$ cat config.mk
export PLATFORM = sky130hd
export DESIGN_NAME = hk4_cell
export DESIGN_NICKNAME = d
export VERILOG_FILES = /design/src/hw/rtl/hk4_pkg.sv /design/src/hw/rtl/hk4_cell.sv
export SDC_FILE = /design/constraint.sdc
export NUM_CORES = 1
export LEC_CHECK = 0
export ABC_AREA = 1
export BUFFER_PORTS_ARGS = -buffer_cell sky130_fd_sc_hd__clkbuf_2
export CORE_MARGIN = 2
export CORE_UTILIZATION = 40
export DETAILED_ROUTE_END_ITERATION = 16
export PLACE_DENSITY = 0.78
export RECOVER_POWER = 100
export REMOVE_ABC_BUFFERS = 1
export SYNTH_ARGS = -nofsm -noshare
export SYNTH_HDL_FRONTEND = slang
export SYNTH_SLANG_ARGS = --single-unit
$ cat constraint.sdc
create_clock -name clk -period 0.8 [get_ports clk]
set_clock_uncertainty 0.2 [all_clocks]
set_input_delay 0.16 -clock clk [delete_from_list [all_inputs] [get_ports clk]]
set_output_delay 0.16 -clock clk [all_outputs]
set_load 0.03 [all_outputs]
$ cat src/hw/rtl/hk4_pkg.sv
// ----------------------------------------------------------------------------
// hk4_pkg
// Types and constants for the 4-D Hilbert key encoder.
// ----------------------------------------------------------------------------
package hk4_pkg;

	localparam int unsigned AXES    = 4;
	localparam int unsigned BITS    = 32;
	localparam int unsigned KEY_W   = AXES * BITS;
	localparam int unsigned HALF_W  = KEY_W / 2;
	// one cell for each bit level from the top down to bit 1
	localparam int unsigned LEVELS  = BITS - 1;
	// cells plus the Gray/fix-up output stage
	localparam int unsigned LATENCY = LEVELS + 1;

	typedef logic [BITS-1:0] coord_t;
	typedef coord_t [AXES-1:0] axis_vec_t;

	typedef struct packed {
		logic [BITS-1:0] coord_x;
		logic [BITS-1:0] coord_y;
		logic [BITS-1:0] coord_z;
		logic [BITS-1:0] coord_w;
	} point_t;

	typedef struct packed {
		logic [HALF_W-1:0] key_upper;
		logic [HALF_W-1:0] key_lower;
	} key_t;

endpackage

$ cat src/hw/rtl/hk4_cell.sv
// ----------------------------------------------------------------------------
// hk4_cell
// One bit level of the inverse undo pass; registers the axis vector.
// ----------------------------------------------------------------------------
module hk4_cell import hk4_pkg::*; #(
	parameter int unsigned LEVEL = BITS - 1
) (
	input  logic      clk,
	input  logic      arst_n,
	input  logic      vld_in,
	input  axis_vec_t v_in,
	output logic      vld_q,
	output axis_vec_t v_q
);

	localparam coord_t LOW_MASK = coord_t'((64'(1) << LEVEL) - 64'(1));

	axis_vec_t v_d;

	always_comb begin
		coord_t t;
		t   = '0;
		v_d = v_in;
		// axes go in order; axis 0 may change at every step
		for (int a = 0; a < AXES; a++) begin
			if (v_d[a][LEVEL]) begin
				v_d[0] = v_d[0] ^ LOW_MASK;
			end else begin
				t      = (v_d[0] ^ v_d[a]) & LOW_MASK;
				v_d[0] = v_d[0] ^ t;
				v_d[a] = v_d[a] ^ t;
			end
		end
	end

	always_ff @(posedge clk or negedge arst_n) begin
		if (!arst_n) begin
			vld_q <= 1'b0;
		end else begin
			vld_q <= vld_in;
		end
	end

	always_ff @(posedge clk) begin
		v_q <= v_d;
	end

endmodule

; ---- Yosys cells after proc, flatten, opt, wreduce, memory -nomap -nowiden
; Cells that the tools add are included.
[classes]
muxes = 7
bitwise_logic = 16
[op_table]
columns = op, count
row1 = $xor 32x31->32, 8
row2 = $mux 32, 4
row3 = $not 31->31, 4
row4 = $xor 31x31->31, 4
row5 = $mux 31, 3
[totals]
register_bits = 129
input_bits = 131
out_inout_bits = 129
wordCells = 31

; ---- Longest topological paths before layout
[logic_depth]
depth_word = 13
ltp_mapped = 8
depth_no_buf = 6

; ---- Worst setup path after synthesis
; OpenSTA, ideal clock, no wires.
[synth_timing]
kind = input port to flip-flop
startpoint = input v_in[31] (netlist bit)
endpoint = register v_q[10] (netlist bit)
setup_time_ns = 0.114
arrival_ns = 0.824
required_time_ns = 0.486
setup_slack_ns = -0.337
cell_stages = 8
path_buffers = 2
cell_sequence = buf_4 -> inv_4 -> buf_6 -> nand2_1 -> nand3_1 -> nand3_1 -> nand3_1 -> nand2_1
[synth_rtl]
columns = item, line_no
row1 = "start, declared", hk4_cell.sv:11  ; input axis_vec_t v_in,
row2 = "end signal, assigned", hk4_cell.sv:45  ; v_q <= v_d;
row3 = "end, declared", hk4_cell.sv:13  ; output axis_vec_t v_q

==> flow_metrics.tcl <==
set metrics [dict create \
    status "finished, violations left" \
    violations "negative hold slack, negative setup slack" \
    routabilityCongestion 0.809 \
    fill_cells 485 \
    io_pins 260 \
    worstSetupStartpointType "primary input" \
    num_vias 9524 \
    finalHoldViolations 117 \
    cts_tree "yes" \
    tns_ns -87.98 \
    min_path_type "primary input to flop" \
    p_leak_nw 6.50 \
    die_area_um2 16500 \
    antenna_found_initial 4 \
    synth_cell_types 18 \
    fin_cells 1501 \
    drive_gt1_share_pct 69.9 \
    ff_latch_area_um2 2750 \
    rsz0062_at_grt "true" \
    core_area_um2 15200 \
    rows 45 \
    area_delta_synth_final_pct 125 \
    die_w_um 129 \
    ys_ff_latch 129 \
    hold_depth 3 \
    grt_pass1_wl_mm 48.0 \
    ir_worst_vdd_mv 2.02 \
    first_pass_iters 7 \
    setup_ws_ns -0.850 \
    grt_overflow 0 \
    grt_usage_pct 37.9 \
    slew_headroom_pct 43.7 \
    hold_start "v_in[119]" \
    dp_hpwl_mm 14.4 \
    critPathCaptureType "flop" \
    slowest_stage "or2_0" \
    syn_area_per_cell_um2 6.76 \
    ys_seq_area_share_pct 41.7 \
    place_inst 1394 \
    routed_via_density 6.35 \
    netlist_instances 917 \
    final_nets 1431 \
    worstHoldEndpoint "v_q[23]" \
    numCtsBuffers 17 \
    cts.sinks 129 \
    critPathKind "primary input to flop" \
    route.detailed.drc 0 \
    htreeDepth 4 \
    first_iter_violations 1076 \
    post-layout-total-power_mw 24.7 \
    drv_cap 0 \
    postRouteAntennaNets 0 \
    routedWlPerCell_um 28.0 \
    post-route-period-util_pct 206 \
    n_antenna_cell 0 \
    clkSlewWorstSetupHoldPaths_ns 0.07 \
    tightest_slew_ns 0.842 \
    synthFlopType "dfxtp_1" \
    synth_warnings 0 \
    clockBufferDepth 2 \
    yosys.area.top_type "dfxtp_1" \
    yosysTopAreaCellShare_pct 41.3 \
    arrival_ns 1.78 \
    io_buffers 259 \
    initial_core_util_pct 40.8 \
    required_ns 0.93 \
    cpMostUsedCell "nand3_2" \
    synth-edff-count 0 \
    synthArstFlopShare_pct 0.775 \
    clock.fmax_ghz 0.606 \
    holdWs_ns -0.276 \
    p_per_area_nw_per_um2 1770 \
    slowest_delay_ns 0.54 \
    slew_violations 0 \
    routed_wl_mm 42.0 \
    cts_root_buf "clkbuf_16" \
    yosysMostFrequentCell "nand2_1" \
    hold_buffers 28 \
    crit_fanout 15 \
    synthTopCellsByCount "312 x nand2_1, 188 x nand3_1, 128 x dfxtp_1" \
    netlist_top_cells_area "dfxtp_1 41%, nand2_1 19%, nand3_1 15%, a31oi_1 6.1%, nor2_1 3.6%" \
    synth_area_um2 6200 \
    multiInputGateArea_um2 5480 \
    setup_viol 253 \
    grt_start_max_net_pins 34 \
    fin_crit_ns 1.65 \
    die_h_um 129 \
    grt_pass1_vias 9036 \
    path_cells "buf_12, clkbuf_2, or2_0, nand3_2, nand3_2, nand2_2" \
]
kinds of logic after synthesis:
kind of cell / synth area share, %
buffers and inverters: 8.35
AND/OR/NAND/NOR: 43.7
AO/OA/AOI/OAI: 6.21
flip-flops: 41.7
cells in the final DEF (no fill, tap or decap), types with 31 or more instances in the layout:
cell	instances
nand2_1	202
nand2_2	31
nor2_1	59
nand3_2	153
clkbuf_2	127
nand2_4	51
dfxtp_2	126
buf_4	84
a31oi_1	37
buf_8	132
inv_1	33
routing by layer:
metal	share of wire [%]	vias to the layer above	global-route usage (%)
met5	0.10	-	0
met4	10	6	28.5
met3	13	400	11.0
met2	46	902	64.8
met1	31	4419	39.5
li1	-	3797	-
worst max-delay path by stage:
| stage | from | to | cells past startpoint |
|---|---|---|---|
| after floorplan | v_in[63] | v_q[93] | 4 |
| after global routing | v_in[63] | v_q[109] | 6 |
| after global placement | v_in[63] | v_q[112] | 7 |
| final | v_in[63] | v_q[109] | 6 |
| after CTS | vld_q | vld_q | 1 |
| after detailed placement | v_in[31] | v_q[7] | 8 |
metrics by stage:
stage | setup WS, ns | area [um^2] | util [%]
final | -0.850 | 14000 | 92.0
after global routing | -0.824 | 14000 | 92.0
after CTS | -0.527 | 12200 | 80.6
after detailed placement | -0.531 | 8290 | 54.5
after global placement | -0.510 | 8290 | 54.5
after floorplan | -1.47 | 5830 | -
power breakdown:
group	total (mW)	leakage (nW)	switching, mW	internal [mW]
logic	8.60	5.11	4.79	3.81
registers	7.63	1.09	0.464	7.17
clock network	8.47	0.299	3.40	5.07
total	24.7	6.50	8.65	16.0
flip-flops by register name, summed over array words and instances (netlist names):
register and flops:
vld_q 1, v_q 128
cell type report:
class	instances	share of cell area, %
Clock buffer	19	3.24
Clock inverter	13	1.15
Inverter	37	1.18
Multi-Input combinational cell	682	39.2
Sequential cell	129	19.7
Tap cell	188	1.68
Timing Repair Buffer	433	33.9
worst max-delay path, delay by kind of cell:
family        cells  cell delay (ns)
simple gates      4             1.04
buf+inv           2             0.56
timing repair:
action,4_1_cts,5_1_grt
hold endpoints to repair,128,124
pin swaps,95,133
cloned,20,3
buffers inserted,16,20
setup endpoints to repair,213,249
gates resized for setup,641,433
Power figures use the tool's default switching activity.
