**config.mk**
```make
export PLATFORM = sky130hd
export DESIGN_NAME = hk4_finish
export DESIGN_NICKNAME = d
export VERILOG_FILES = /design/src/hw/rtl/hk4_pkg.sv /design/src/hw/rtl/hk4_finish.sv
export SDC_FILE = /design/constraint.sdc
export NUM_CORES = 1
export LEC_CHECK = 0
export BUFFER_PORTS_ARGS = -buffer_cell sky130_fd_sc_hd__buf_2
export CORE_MARGIN = 8
export CORE_UTILIZATION = 43
export DETAILED_ROUTE_END_ITERATION = 16
export PLACE_DENSITY = 0.77
export SLEW_MARGIN = 15
export SYNTH_ARGS = -nofsm -noshare
export SYNTH_HDL_FRONTEND = slang
export SYNTH_SLANG_ARGS = --single-unit
```
**constraint.sdc**
```tcl
create_clock -name clk -period 0.8 [get_ports clk]
set_input_delay 0 -clock clk [delete_from_list [all_inputs] [get_ports clk]]
set_output_delay 0 -clock clk [all_outputs]
set_load 0.05 [all_outputs]
```
**src/hw/rtl/hk4_pkg.sv**
```systemverilog
// ----------------------------------------------------------------------------
// hk4_pkg
// Types and constants for the 4-D Hilbert key encoder.
// ----------------------------------------------------------------------------
package hk4_pkg;

	localparam int unsigned AXES    = 4;
	localparam int unsigned BITS    = 32;
	localparam int unsigned KEY_W   = AXES * BITS;
	localparam int unsigned HALF_W  = KEY_W / 2;
	// one cell for each bit level from the top down to bit 1
	localparam int unsigned LEVELS  = BITS - 1;
	// cells plus the Gray/fix-up output stage
	localparam int unsigned LATENCY = LEVELS + 1;

	typedef logic [BITS-1:0] coord_t;
	typedef coord_t [AXES-1:0] axis_vec_t;

	typedef struct packed {
		logic [BITS-1:0] coord_x;
		logic [BITS-1:0] coord_y;
		logic [BITS-1:0] coord_z;
		logic [BITS-1:0] coord_w;
	} point_t;

	typedef struct packed {
		logic [HALF_W-1:0] key_upper;
		logic [HALF_W-1:0] key_lower;
	} key_t;

endpackage

```
**src/hw/rtl/hk4_finish.sv**
```systemverilog
// ----------------------------------------------------------------------------
// hk4_finish
// Gray encode across the axes, fix-up XOR and bit interleave into the key.
// ----------------------------------------------------------------------------
module hk4_finish import hk4_pkg::*; (
	input  logic      clk,
	input  logic      arst_n,
	input  logic      vld_in,
	input  axis_vec_t v_in,
	output logic      done_q,
	output key_t      key_q
);

	axis_vec_t         g;
	coord_t            fix;
	logic [KEY_W-1:0]  key_d;

	always_comb begin
		coord_t tail;
		g[0] = v_in[0];
		for (int a = 1; a < AXES; a++) begin
			g[a] = v_in[a] ^ g[a-1];
		end
		// fix bit j is the parity of the last axis above bit j
		for (int j = 0; j < BITS; j++) begin
			tail   = g[AXES-1] >> (j + 1);
			fix[j] = ^tail;
		end
		for (int b = 0; b < BITS; b++) begin
			for (int a = 0; a < AXES; a++) begin
				key_d[AXES*b + AXES - 1 - a] = g[a][b] ^ fix[b];
			end
		end
	end

	always_ff @(posedge clk or negedge arst_n) begin
		if (!arst_n) begin
			done_q <= 1'b0;
		end else begin
			done_q <= vld_in;
		end
	end

	always_ff @(posedge clk) begin
		key_q.key_upper <= key_d[KEY_W-1:HALF_W];
		key_q.key_lower <= key_d[HALF_W-1:0];
	end

endmodule

```
==> impl_metrics.env, run 1 <==
export IMPL_failing_step="global routing (5_1_grt)"
export IMPL_syn_area_per_cell_um2=14.2
export IMPL_cts_sinks=129
export IMPL_antenna_found_initial=6
export IMPL_syn_cell_area_mm2=0.00606
export IMPL_ys_warn_count=0
export IMPL_grt_overflow_total=338
export IMPL_synth_fp_nets=559
export IMPL_worstEndpointGrtRepair="key_q[53]$_DFF_P_/D"
export IMPL_pin_count=260
export IMPL_gp_congestion=0.903
export IMPL_synthMuxAreaShare_pct=0
export IMPL_synth_compound_area_share_pct=0
export IMPL_grtUsageTotal_pct=78.7
export IMPL_synth_xor_area_share_pct=56.1
export IMPL_worstEpCategory="register data pin"
export IMPL_cts_buffers=17
export IMPL_synthSimpleGateAreaFrac_pct=0
export IMPL_synth_seq_area_share_pct=42.7
export IMPL_die_h_um=135
export IMPL_synth_cells=428
export IMPL_yosysUniqueCellTypes=18
export IMPL_dp_slack_ps=-1750
export IMPL_grt_max_degree=17
export IMPL_rows=43
export IMPL_h_tree_depth=4
export IMPL_dp_hpwl_um=13600
export IMPL_clockBufferDepth=2
export IMPL_root_buffer="clkbuf_16"
export IMPL_status="aborted with a tool error"
export IMPL_synthAdderAreaFrac_pct=0
export IMPL_die_x_um=135
export IMPL_io_buffers=259
export IMPL_tool_error="[ERROR GRT-0232] Routing congestion too high. Check the congestion heatmap in the GUI."
export IMPL_ys_ff_latch=129
export IMPL_start_util_pct=43.8
export IMPL_synth_top_family_by_area="XOR/XNOR gates"
==> layer usage <==
metal,GRT overflow,track usage (%)
met1,0,74.6
met2,216,94.2
met3,1,67.1
met4,121,86.8
met5,0,19.0
==> stage by stage <==
stage                     hold WS (ps)  cell area, um^2  cells
after floorplan                   -296             6470    428
after global placement            -222             9140   1010
after detailed placement          -224             9140   1010
after CTS                         -158            12500   1118
==> what timing repair did <==
item | in CTS
endpoints found under the setup margin | 249
hold buffers | 37
buffers inserted | 38
endpoints found under the hold margin | 41
pin swaps | 40
gates cloned | 3
resized for setup | 613
==> synth_stat cells <==
| library cell | n | area [um^2] |
|---|---|---|
| buf_2 | 1 | 5.00 |
| buf_4 | 1 | 7.51 |
| clkbuf_1 | 1 | 3.75 |
| dfrtp_1 | 1 | 25.0 |
| dfxtp_1 | 128 | 2560 |
| inv_1 | 11 | 41.3 |
| inv_4 | 1 | 6.26 |
| inv_6 | 1 | 8.76 |
| xnor2_1 | 142 | 1240 |
| xnor2_2 | 12 | 195 |
| xnor2_4 | 8 | 220 |
| xnor3_1 | 34 | 766 |
| xnor3_2 | 3 | 71.3 |
| xnor3_4 | 4 | 105 |
| xor2_1 | 73 | 639 |
| xor2_2 | 1 | 16.3 |
| xor3_1 | 4 | 95.1 |
| xor3_2 | 2 | 50.1 |
==> logic make-up after synthesis <==
family / after synthesis
XOR/XNOR: 283
buffers and inverters: 16
flip-flops: 129
==> run 2, diff against run 1 <==
--- a/config.mk
+++ b/config.mk
@@ -7,9 +7,9 @@
 export LEC_CHECK = 0
 export BUFFER_PORTS_ARGS = -buffer_cell sky130_fd_sc_hd__buf_2
 export CORE_MARGIN = 8
-export CORE_UTILIZATION = 43
+export CORE_UTILIZATION = 40
 export DETAILED_ROUTE_END_ITERATION = 16
-export PLACE_DENSITY = 0.77
+export PLACE_DENSITY_LB_ADDON = 0.15
 export SLEW_MARGIN = 15
 export SYNTH_ARGS = -nofsm -noshare
 export SYNTH_HDL_FRONTEND = slang
==> constraint.sdc (replaced) <==
create_clock -name clk -period 1.05 [get_ports clk]
set_input_delay 0 -clock clk [delete_from_list [all_inputs] [get_ports clk]]
set_output_delay 0 -clock clk [all_outputs]
set_load 0.05 [all_outputs]
==> run 2 against run 1 <==
  * The flow now finishes, with violations (negative hold slack, negative setup slack)
  * Area after synthesis did not move
  * Synthesized cell count did not move
==> impl_metrics.env, run 2 <==
export IMPL_status="finished, violations left"
export IMPL_violations="negative hold slack, negative setup slack"
export IMPL_synth_cells=428
export IMPL_die_h_um=139
export IMPL_synth_seq_area_share_pct=42.7
export IMPL_fin_ws_ps=-872
export IMPL_via_per_inst=4.18
export IMPL_hp_class="input pin to flop"
export IMPL_final_cell_mix="buf_2, buf_4, dfxtp_1"
export IMPL_synth_async_reset_ratio_pct=0.775
export IMPL_mostFrequentLayoutCell="buf_2"
export IMPL_cp_start_kind="input pin"
export IMPL_diodes=0
export IMPL_dr_first_iter_drc_count=99
export IMPL_die_area_mm2=0.0194
export IMPL_ys_warn_count=0
export IMPL_first_global_vias=5397
export IMPL_finalMaxSlewViolations=0
export IMPL_wl_met2_um=9270
export IMPL_ys_ff_latch=129
export IMPL_cts_tree="yes"
export IMPL_placed_area_mm2=0.00913
export IMPL_wire_per_inst_um=15.4
export IMPL_post_route_cell_area_mm2=0.0112
export IMPL_synth_common_cells="xnor2_1, dfxtp_1, xor2_1"
export IMPL_vias=4732
export IMPL_syn_area_per_cell_um2=14.2
export IMPL_grtUsageTotal_pct=17.7
export IMPL_cts_sinks=129
export IMPL_wirelength_met1_um=6380
export IMPL_worst_path_max_fanout=5
export IMPL_wirelength_um=17400
export IMPL_rsz0062_at_grt="true"
export IMPL_hold_viol=1
export IMPL_drive_above_1_share_pct=61.8
export IMPL_critical_path_class="input pin to flop"
export IMPL_drc=0
export IMPL_cp_buffers_inverters=2
export IMPL_gp_congestion=0.828
export IMPL_ys_flop_type="dfxtp_1"
export IMPL_path_delay_family="XOR/XNOR gates"
export IMPL_cap_violations=0
export IMPL_clockBufferDepth=2
export IMPL_synth_most_common_cell="xnor2_1"
export IMPL_whs_ps=-2.10
export IMPL_dr_pass1_iters=4
export IMPL_path_cells="buf_8, xor2_4, xnor2_2, xnor2_2, buf_4, xnor2_4, xnor3_2, xnor3_2, xor3_1"
export IMPL_postRouteAntennaNets=0
export IMPL_yosys_top_cells_area="dfxtp_1, xnor2_1, xnor3_1"
export IMPL_timing_final_crit_share_pct=183
export IMPL_top_layer="met4"
export IMPL_start_util_pct=40.3
export IMPL_clk_pin_slew_ps=60
export IMPL_top_register="key_q"
export IMPL_rows=45
export IMPL_cts_buffers=17
export IMPL_end_kind="flop"
export IMPL_h_tree_depth=4
export IMPL_slowest_stage="xnor3_2"
export IMPL_root_buffer="clkbuf_16"
export IMPL_required_ps=1340
export IMPL_grt_overflow_total=0
export IMPL_setup_violations=112
export IMPL_syn_cell_area_mm2=0.00606
export IMPL_slew_headroom_pct=74.6
export IMPL_grt_first_pass_wirelength_um=26900
export IMPL_largest_reg_flops=128
export IMPL_fmax_ghz=0.520
export IMPL_grt_max_degree=17
export IMPL_wl_met3_um=1440
export IMPL_synth_top_cell_area_share_pct=42.3
export IMPL_yosysUniqueCellTypes=18
export IMPL_yosys_area_top_type="dfxtp_1"
export IMPL_fin_nets=1062
export IMPL_dp_hpwl_um=13000
export IMPL_tightestPinTransition_ps=380
export IMPL_min_period_ps=1920
export IMPL_synth_fp_nets=559
export IMPL_worst_path_largest_cell_delay_ps=540
export IMPL_synth_edff_count=0
export IMPL_die_x_um=139
export IMPL_antenna_found_initial=0
export IMPL_pin_count=260
export IMPL_reg_top3="key_q x128, done_q x1"
export IMPL_design_core_area_mm2=0.0150
export IMPL_worstPathArrival_ps=2210
export IMPL_syn2layout_area_growth_pct=85.0
export IMPL_io_buffers=259
run 2: repair_timing:
item	CTS	global route
hold buffers	44	0
pin swaps	49	29
buffers inserted	23	20
resized for setup	101	48
hold endpoints to repair	43	0
endpoints found under the setup margin	116	121
run 2: area by class of cell:
type                       count  area, um^2
tap                          188         235
fill                         943        3820
multi-input combinational    283        4250
clock buffer                  21         460
sequential                   129        2590
inverter                      13        68.8
timing repair buffer         487        3480
clock inverter                11         129
run 2: worst paths after layout:
kind                              to     start  cells after the start  slack (ps)
min in group asynchronous     done_q    arst_n                      3         410
worst max-delay path       key_q[37]  v_in[61]                      9        -870
max in group asynchronous     done_q    arst_n                      3         540
worst min-delay path       key_q[59]  v_in[14]                      3          -2
run 2: through the flow:
step	setup slack (ps)	TNS, ps	hold WS [ps]	std cells	utilization [%]
2_1_floorplan	-1330	-114440	-296	428	-
3_3_place_gp	-1620	-146850	-225	1019	60.7
3_5_place_dp	-1650	-148700	-224	1019	60.7
4_1_cts	-882	-79620	3.44	1118	72.4
5_1_grt	-978	-91500	3.83	1132	74.6
6_report	-872	-82180	-2.10	1132	74.6
run 2: per-layer routing:
metal  up-vias  global-route usage, %
met2       174                   32.4
li1       2334                      -
met3        24                   7.75
met4         0                   6.64
met1      2200                   17.4
met5         -                      0
run 2: cell families (layout without fill, tap and decap cells):
| family | Yosys count | count (layout) | share of synthesized area (%) |
|---|---|---|---|
| buffers and inverters | 16 | 532 | 1.20 |
| DFF | 129 | 129 | 42.7 |
| xor gates and xnor gates | 283 | 283 | 56.1 |
Power of run 2 is left out: the tool's default activity adds up to more than one toggle a clock period on the data nets, which glitch-free logic cannot reach.
